$ cat src/design/variable_width_code_unpacker_top_assert.svh
// Assertion macros for the variable-width code unpacker.
// Used by variable_width_code_unpacker_top; needs clk_i and rst_ni in scope.
`ifndef VARIABLE_WIDTH_CODE_UNPACKER_TOP_ASSERT_SVH
`define VARIABLE_WIDTH_CODE_UNPACKER_TOP_ASSERT_SVH

// Same-cycle implication, checked out of reset.
`define VWCU_ASSERT_NOW(label, ante, cons) \
  label: assert property (@(posedge clk_i) disable iff (!rst_ni) (ante) |-> (cons)) \
    else $error("vwcu: same-cycle check failed");

// Next-cycle implication, checked out of reset.
`define VWCU_ASSERT_NEXT(label, ante, cons) \
  label: assert property (@(posedge clk_i) disable iff (!rst_ni) (ante) |=> (cons)) \
    else $error("vwcu: next-cycle check failed");

`endif

$ cat src/design/vwcu_pkg.sv
// Shared types and constants for the variable-width code unpacker.
// No dependencies.
package vwcu_pkg;

  localparam int unsigned BYTE_BITS = 8;
  localparam int unsigned MIN_WIDTH = 8;
  localparam int unsigned CFG_W     = 5;
  localparam int unsigned VALUE_W   = 16;
  localparam int unsigned CWIDTH_W  = 5;
  localparam int unsigned OUT_DATA_W = 24;

  localparam logic [CFG_W-1:0] CFG_RESET = CFG_W'(8);

  typedef struct packed {
    logic                emit;
    logic [VALUE_W-1:0]  value;
    logic [CWIDTH_W-1:0] width;
  } vwcu_result_t;

endpackage

$ cat src/design/vwcu_gather.sv
// Bit gathering state and the per-byte step of the code unpacker.
// Depends on vwcu_pkg.
module vwcu_gather #(
  parameter int unsigned MAX_WIDTH = 16
) (
  input  logic                          clk_i,
  input  logic                          rst_ni,
  input  logic                          step_i,
  input  logic [vwcu_pkg::BYTE_BITS-1:0] byte_i,
  input  logic                          restart_i,
  input  logic [vwcu_pkg::CFG_W-1:0]    init_width_i,
  output vwcu_pkg::vwcu_result_t        result_o
);
  import vwcu_pkg::*;

  localparam int unsigned CNT_W = $clog2(MAX_WIDTH + 1);
  localparam int unsigned CMP_W = (CNT_W > CFG_W) ? CNT_W : CFG_W;
  localparam int unsigned SH_W  = $clog2(BYTE_BITS);

  logic [MAX_WIDTH-1:0] partial_q, partial_d;
  logic [CNT_W-1:0]     need_q, need_d;
  logic [CNT_W-1:0]     width_q, width_d;

  logic [CMP_W-1:0]     init_ext;
  logic [CNT_W-1:0]     eff_width;
  logic [MAX_WIDTH+BYTE_BITS-1:0] wide;
  logic [MAX_WIDTH-1:0] full;
  logic [SH_W-1:0]      shift;
  logic [BYTE_BITS-1:0] rem_mask;
  logic                 full_zero;
  logic [CNT_W-1:0]     width_n;
  logic [MAX_WIDTH+VALUE_W-1:0] full_ext;
  logic [CNT_W+CWIDTH_W-1:0]    width_ext;

  // effective initial width, clamped to MIN_WIDTH..MAX_WIDTH
  always_comb begin
    init_ext = CMP_W'(init_width_i);
    if (init_ext < CMP_W'(MIN_WIDTH)) begin
      eff_width = CNT_W'(MIN_WIDTH);
    end else if (init_ext > CMP_W'(MAX_WIDTH)) begin
      eff_width = CNT_W'(MAX_WIDTH);
    end else begin
      eff_width = CNT_W'(init_ext);
    end
  end

  always_comb begin
    wide      = {partial_q, byte_i};
    shift     = SH_W'(CNT_W'(BYTE_BITS) - need_q);
    full      = MAX_WIDTH'(wide >> shift);
    rem_mask  = (BYTE_BITS'(1) << shift) - BYTE_BITS'(1);
    full_zero = (full == '0);
    full_ext  = {{VALUE_W{1'b0}}, full};
    width_ext = {{CWIDTH_W{1'b0}}, width_q};

    width_n = width_q;
    if (full_zero && (width_q < CNT_W'(MAX_WIDTH))) begin
      width_n = width_q + CNT_W'(1);
    end

    result_o       = '0;
    result_o.value = full_ext[VALUE_W-1:0];
    result_o.width = width_ext[CWIDTH_W-1:0];

    if (need_q > CNT_W'(BYTE_BITS)) begin
      partial_d = wide[MAX_WIDTH-1:0];
      need_d    = need_q - CNT_W'(BYTE_BITS);
      width_d   = width_q;
    end else begin
      // code completes in this byte; leftover bits start the next one
      result_o.emit = !full_zero;
      partial_d     = MAX_WIDTH'(byte_i & rem_mask);
      width_d       = width_n;
      need_d        = width_n - CNT_W'(shift);
    end
  end

  always_ff @(posedge clk_i or negedge rst_ni) begin
    if (!rst_ni) begin
      partial_q <= '0;
      need_q    <= CNT_W'(MIN_WIDTH);
      width_q   <= CNT_W'(MIN_WIDTH);
    end else if (restart_i) begin
      partial_q <= '0;
      need_q    <= eff_width;
      width_q   <= eff_width;
    end else if (step_i) begin
      partial_q <= partial_d;
      need_q    <= need_d;
      width_q   <= width_d;
    end
  end

endmodule

$ cat src/design/variable_width_code_unpacker_top.sv
// Variable-width code unpacker: one byte in, zero or one code out.
// Each byte is registered in in_byte_q, and the code it completes is registered in the output stage.
// Throughput: one byte per cycle, while the output stage is empty or the master side takes its code.
// Reset: async active low; width 8, no pending bits, both stages empty.
// A config write restarts gathering at once at the written width, clamped to 8..MAX_WIDTH.
// Depends on vwcu_pkg, vwcu_gather and variable_width_code_unpacker_top_assert.svh.
`include "variable_width_code_unpacker_top_assert.svh"
module variable_width_code_unpacker_top #(
  parameter int unsigned MAX_WIDTH = 16
) (
  input  logic                             clk_i,
  input  logic                             rst_ni,
  input  logic                             cfg_we_i,
  input  logic [vwcu_pkg::CFG_W-1:0]       cfg_wdata_i,    // initial_width
  input  logic                             s_axis_tvalid,
  output logic                             s_axis_tready,
  input  logic [vwcu_pkg::BYTE_BITS-1:0]   s_axis_tdata,   // packed_byte
  output logic                             m_axis_tvalid,
  input  logic                             m_axis_tready,
  output logic [vwcu_pkg::OUT_DATA_W-1:0]  m_axis_tdata    // code_value[15:0], code_width[20:16]
);
  import vwcu_pkg::*;

  logic                 in_valid_q, in_valid_d;
  logic [BYTE_BITS-1:0] in_byte_q;
  logic                 out_valid_q, out_valid_d;
  logic [VALUE_W-1:0]   out_value_q;
  logic [CWIDTH_W-1:0]  out_width_q;
  logic                 advance;
  logic                 in_take;
  vwcu_result_t         res;

  assign advance       = in_valid_q && (!out_valid_q || m_axis_tready);
  assign s_axis_tready = !in_valid_q || advance;
  assign in_take       = s_axis_tvalid && s_axis_tready;

  vwcu_gather #(
    .MAX_WIDTH (MAX_WIDTH)
  ) u_gather (
    .clk_i        (clk_i),
    .rst_ni       (rst_ni),
    .step_i       (advance),
    .byte_i       (in_byte_q),
    .restart_i    (cfg_we_i),
    .init_width_i (cfg_wdata_i),
    .result_o     (res)
  );

  always_comb begin
    in_valid_d = in_valid_q;
    if (in_take) begin
      in_valid_d = 1'b1;
    end else if (advance) begin
      in_valid_d = 1'b0;
    end

    out_valid_d = out_valid_q;
    if (advance) begin
      out_valid_d = res.emit;
    end else if (m_axis_tready) begin
      out_valid_d = 1'b0;
    end
  end

  always_ff @(posedge clk_i or negedge rst_ni) begin
    if (!rst_ni) begin
      in_valid_q  <= 1'b0;
      out_valid_q <= 1'b0;
    end else begin
      in_valid_q  <= in_valid_d;
      out_valid_q <= out_valid_d;
    end
  end

  always_ff @(posedge clk_i) begin
    if (in_take) begin
      in_byte_q <= s_axis_tdata;
    end
    if (advance && res.emit) begin
      out_value_q <= res.value;
      out_width_q <= res.width;
    end
  end

  assign m_axis_tvalid = out_valid_q;
  assign m_axis_tdata  = {{(OUT_DATA_W - VALUE_W - CWIDTH_W){1'b0}}, out_width_q, out_value_q};

  `VWCU_ASSERT_NOW(a_out_nonzero, out_valid_q, out_value_q != '0 || MAX_WIDTH > VALUE_W)
  `VWCU_ASSERT_NEXT(a_take_fills, in_take, in_valid_q)
  `VWCU_ASSERT_NEXT(a_emit_shows, advance && res.emit, out_valid_q)
  `VWCU_ASSERT_NEXT(a_stall_holds, in_valid_q && !advance, in_valid_q && $stable(in_byte_q))

endmodule

$ cat config.mk
export PLATFORM = sky130hd
export DESIGN_NAME = variable_width_code_unpacker_top
export DESIGN_NICKNAME = d
export VERILOG_FILES = /design/src/design/vwcu_pkg.sv /design/src/design/vwcu_gather.sv /design/src/design/variable_width_code_unpacker_top.sv
export VERILOG_INCLUDE_DIRS = /design/src /design/src/design
export SDC_FILE = /design/constraint.sdc
export NUM_CORES = 1
export LEC_CHECK = 0
export BUFFER_PORTS_ARGS = -buffer_cell sky130_fd_sc_hd__clkbuf_2
export CORE_MARGIN = 3
export CORE_UTILIZATION = 53
export DETAILED_ROUTE_END_ITERATION = 8
export GPL_ROUTABILITY_DRIVEN = 0
export GPL_TIMING_DRIVEN = 0
export MAX_ROUTING_LAYER = met4
export PLACE_DENSITY = 0.86
export SETUP_SLACK_MARGIN = 0.1
export SLEW_MARGIN = 20
export SYNTH_ARGS = -nofsm -noshare
export SYNTH_HDL_FRONTEND = slang
export SYNTH_SLANG_ARGS = --single-unit
$ cat constraint.sdc
create_clock -name clk_i -period 4.65 [get_ports clk_i]
set_clock_uncertainty 0.15 [all_clocks]
set_input_delay 0.6975 -clock clk_i [delete_from_list [all_inputs] [get_ports clk_i]]
set_output_delay 0.6975 -clock clk_i [all_outputs]
set_load 0.01 [all_outputs]
## Word level (Yosys, flattened, before mapping)

Cells that the tools add are included.

| word-level totals | value |
|---|---|
| flip-flop bits (word level) | 57 |
| ROM bits | 0 |
| output and inout bits | 26 |
| input bits | 18 |
| latch bits | 0 |
| bits in writable memories | 0 |
| memories kept | 0 |

| cells by class | value |
|---|---|
| multiply operators | 0 |
| $add $sub $neg | 5 |
| div/mod/pow operators | 0 |
| mux-type cells | 17 |
| $lt $le $gt $ge | 4 |
| bitwise operators | 1 |
| shift-type cells | 2 |
| equal/unequal tests | 1 |
| reduce and logical (&&, ||, !) cells | 14 |

Operator list:

| operator | count |
|---|---|
| $mux 16 | 3 |
| $mux 5 | 9 |
| $shr 24x3->16 | 1 |
| $logic_not 16->1 | 1 |
| $and 8x8->8 | 1 |
| $shl 1x3->8 const A | 1 |
| $sub 8x2->8 const B | 1 |
| $reduce_bool 2->1 | 3 |
| $add 5x1->5 const B | 1 |
| $gt 5x4->1 const B | 1 |
| $gt 5x5->1 const B | 1 |
| $lt 5x4->1 const B | 1 |
| $lt 5x5->1 const B | 1 |
| $mux 1 | 5 |
| $sub 5x3->5 | 1 |
| $sub 5x4->5 const B | 1 |
| $logic_and 1x1->1 | 4 |
| $logic_not 1->1 | 3 |
| $sub 1x3->3 const A | 1 |
| $logic_or 1x1->1 | 2 |
| $ne 2x2->1 const B | 1 |
| $reduce_and 2->1 | 1 |

## Longest topological paths before layout

| depth | value |
|---|---|
| word-level depth | 9 |
| depth in mapped cells | 19 |

## Hierarchy

Synthesis repeated with hierarchy kept, for this count alone.

| unflattened totals | value |
|---|---|
| cells, all modules | 347 |
| area, all modules | 3692.3 µm² |

By module, submodules not included:

| module | area each (µm²) | cells each | instances |
|---|---|---|---|
| vwcu_gather | 2683.8 | 304 | 1 |
| variable_width_code_unpacker_top | 1008.5 | 43 | 1 |

## Worst setup path after synthesis

OpenSTA, ideal clock, no wires.

| timing | value |
|---|---|
| kind | flip-flop to flip-flop |
| start | register u_gather.need_q[0] |
| end | register u_gather.need_q[4] |
| path buffers | 2 |
| path slack | -66 ps |
| arrival time | 4463 ps |
| stages on the path, launching flop included | 17 |
| data required time | 4396 ps |
| path through | dfrtp_1 > buf_2 > inv_2 > ha_1 > buf_2 > mux2_1 > mux4_2 > nor4_1 > o21ai_2 > nor3_4 > mux2_2 > inv_1 > fa_1 > nor2b_1 > nor3_1 > or3b_2 > a221oi_1 |

RTL lines:

| what | RTL line | RTL |
|---|---|---|
| start, declared | vwcu_gather.sv:21 | `logic [CNT_W-1:0] need_q, need_d;` |
| start signal, assigned | vwcu_gather.sv:81 | `need_q <= CNT_W'(MIN_WIDTH);` |
| start signal, assigned | vwcu_gather.sv:85 | `need_q <= eff_width;` |
| start signal, assigned | vwcu_gather.sv:89 | `need_q <= need_d;` |

==> flow_summary.json <==
{
  "port_buffers": 39,
  "synth_enable_flop_cells": 29,
  "largest_family_of_logic_cells_by_synthesized_area": "multiplexers",
  "first_pass_iters": 6,
  "grt_util_all_layers": 0.232,
  "die_x_um": 87.9,
  "final-max-slew-violation-count": 0,
  "worst-r2r-setup-slack_ns": -0.02,
  "worstReg2RegStart": "u_gather.need_q[0]",
  "clk_pin_slew_ns": 0.10,
  "setup_ws_ns": -0.0209,
  "combPwrFrac": 0.528,
  "maximum_number_of_pins_on_one_net_before_global_route_repair": 28,
  "fmax_ghz": 0.214,
  "crit_path_to": "u_gather.need_q[4]",
  "arrival_ns": 4.75,
  "p_leak_uw": 0.00176,
  "p_switching_uw": 897,
  "drive_gt1_frac": 0.311,
  "rr_endpoint": "u_gather.need_q[4]",
  "fp.dieArea_sq_um": 7720,
  "synth_fa_ha_area_frac": 0.0444,
  "synth_top_area_share": 0.245,
  "commonest_non_fill_non_tap_cell_in_the_layout": "nand2_1",
  "clock_tree.htree_level_count": 2,
  "clockBufferDepth": 2,
  "layout_worst_path_cycle_share": 1.00,
  "grt_first_pass_wirelength_um": 13500,
  "start_util": 0.553,
  "setup.worst_path.start_class": "register",
  "worst_r2r_path_cells": 18,
  "first_global_vias": 2830,
  "violations": "negative setup slack",
  "synth.cell_area_sq_um": 3550,
  "outcome": "complete, but fails checks",
  "timing.critical_path.slowest_stage_cell": "mux4_2",
  "synth_cell_type_count": 58,
  "die_y_um": 87.9,
  "final_hold_viol_count": 0,
  "num_rows": 29,
  "worstSetupStartpoint": "u_gather.need_q[0]",
  "worst_skew_pair.late_latency_ns": 0.32,
  "area_growth_pct": 20.4,
  "ant_nets": 0,
  "synth_sequential_area_ratio": 0.436,
  "postRouteWirelength_um": 9340,
  "path_cells": "buf_6 -> clkinv_8 -> ha_4 -> buf_8 -> buf_6 -> mux2_4 -> mux4_2 -> a2111oi_4 -> o2111ai_4 -> nor3_4 -> xnor2_2 -> ha_1 -> fa_2 -> nor2b_4 -> nor4_2 -> xor2_1 -> a41oi_1 -> a221oi_2",
  "synthArstFlopShare": 0.482,
  "design_power_total_uw": 2240,
  "yosys.area_share.xor_xnor": 0.0324,
  "final_setup_violation_count": 1,
  "end_kind": "register",
  "max_cap_viol_count": 0,
  "synth_cells": 331,
  "drc": 0,
  "pin_count": 44,
  "floorplan.core_area_sq_um": 6420,
  "final.min_clock_period_ns": 4.67,
  "powerDensity_nw_per_um2": 524,
  "timing_worst_slew_pin_value_ns": 0.968,
  "layout_common_cells": "nand2_1, clkbuf_2, edfxtp_1",
  "ys_warn_count": 0,
  "syn_avg_cell_area_sq_um": 10.7,
  "grt_remaining_overflow": 0,
  "timing_worst_setup_path_type": "reg -> reg",
  "antenna_violations_before_repair": 0,
  "clock-sinks": 56,
  "peakVddDrop_uv": 251,
  "root_buffer": "clkbuf_8",
  "clock_tree_from_tritoncts": "built",
  "min_delay_worst_type": "in -> async",
  "layout.core_utilization": 0.666,
  "nNetsFinal": 431,
  "power.share.clock": 0.160,
  "antenna_cells_inserted": 0,
  "worst-endpoint-required_ns": 4.73,
  "fraction_of_the_mapped_netlist_area_in_compound_gates": 0.145,
  "cp_slowest_stage_delay_ns": 0.53,
  "postSynth.topFlopCell": "edfxtp_1",
  "synth_area_leader": "edfxtp_1",
  "timing.critical_path.mode_cell": "buf_6",
  "routed_length_per_instance_um": 19.5,
  "route.vias.total": 3091,
  "drt_iter0_drc": 392,
  "p_sw_frac": 0.400,
  "synth-seq-cells": 56,
  "cellInternalPower_uw": 1350,
  "sum_of_net_half_perimeters_after_detailed_placement_um": 5980,
  "power.sequential.fraction": 0.312,
  "numCtsBuffers": 5,
  "synth_mux_area_frac": 0.159,
  "synth.area.top_cells": "edfxtp_1, dfrtp_1, mux4_2",
  "crit_fanout": 8,
  "worst_slew_margin_rel": 0.354,
  "avgViaCountPerCell": 6.45,
  "rsz_0062_raised_after_global_routing": "true",
  "synth_simple_gate_area_share": 0.139
}
worst max-delay path: cells and delay by family (launching register included):
kind                       cells  cell delay (ns)
adders and majority gates      3             0.92
muxes                          2             0.83
DFF                            1             0.38
xor gates and xnor gates       2             0.31
buffers and inverters          4             0.42
and+or+nand+nor                3             0.59
AOI/OAI and AO/OA              4             1.00
per-layer routing:
metal,global-route usage,vias up,share of wire
met5,-,-,0
met4,0.103,0,0.033
met3,0.0423,42,0.085
met2,0.368,212,0.48
met1,0.290,1472,0.40
li1,-,1365,-
timing repair:
| action | CTS | global route |
|---|---|---|
| setup endpoints to repair | 3 | 2 |
| buffers inserted | 10 | 12 |
| hold buffers | 0 | 0 |
| pin swaps | 8 | 14 |
| resized for setup | 12 | 13 |
through the flow:
stage	hold slack (ns)	std cells	setup slack [ns]	cell area, sq um	setup TNS [ns]
3_5_place_dp	0.380	449	-0.318	3880	-0.465
3_3_place_gp	0.370	449	-0.279	3880	-0.328
6_report	0.253	479	-0.0209	4280	-0.0209
5_1_grt	0.287	479	-0.214	4280	-0.378
4_1_cts	0.280	467	0.105	4130	0
2_1_floorplan	0.252	333	0.109	3580	0
how the worst min path moves through the flow:
stage / to / depth (start not counted) / slack (ns)
final: u_gather.width_q[2] / 1 / 0.25
after global routing: u_gather.width_q[2] / 1 / 0.29
after CTS: u_gather.width_q[2] / 1 / 0.28
after detailed placement: u_gather.partial_q[14] / 2 / 0.38
after global placement: u_gather.partial_q[14] / 2 / 0.37
after floorplan: in_valid_q / 0 / 0.25
cell usage after synthesis, drive strengths merged, types with 2 or more instances:
cell	instances
nand2	40
edfxtp	29
a21oi	27
dfrtp	25
mux2	18
o21ai	16
nor2	15
inv	13
mux2i	13
clkbuf	12
ha	11
nand3	11
o211ai	11
buf	10
mux4	10
nor3	10
xnor2	7
nor4	5
a31oi	4
xor2	4
nand2b	3
nand4	3
o311ai	3
a221oi	2
a41oi	2
and2	2
dfstp	2
nor2b	2
nor3b	2
o22a	2
or3	2
flip-flops by register name, summed over array words and instances, names as in the netlist:
name,flops
in_valid_q,1
m_axis_tvalid,1
u_gather.partial_q,15
u_gather.width_q,5
out_value_q,16
out_width_q,5
u_gather.need_q,5
in_byte_q,8
power groups by stage:
stage	Clock, uW	Combinational (uW)	Sequential (uW)
finish	358	1190	700
global route	382	1260	708
CTS	356	1060	697
detailed placement	0	964	710
global placement	0	933	705
floorplan	0	726	716
layout make-up:
cell class | count | area (sq um)
tap | 77 | 96.3
timing repair buffer | 61 | 368
buffer | 22 | 119
inverter | 13 | 63.8
clock inverter | 1 | 30.0
sequential | 56 | 1550
multi-input combinational | 242 | 1950
fill | 454 | 2140
clock buffer | 7 | 97.6
logic make-up (layout without fill, tap and decap cells):
| kind of cell | after synthesis | count (layout) |
|---|---|---|
| AOI/OAI and AO/OA | 76 | 76 |
| and+or+nand+nor | 99 | 99 |
| xor gates and xnor gates | 11 | 11 |
| other | 1 | 3 |
| adders and majority gates | 12 | 12 |
| muxes | 41 | 41 |
| DFF | 56 | 56 |
| buffers and inverters | 35 | 104 |
Power figures use the tool's default switching activity.
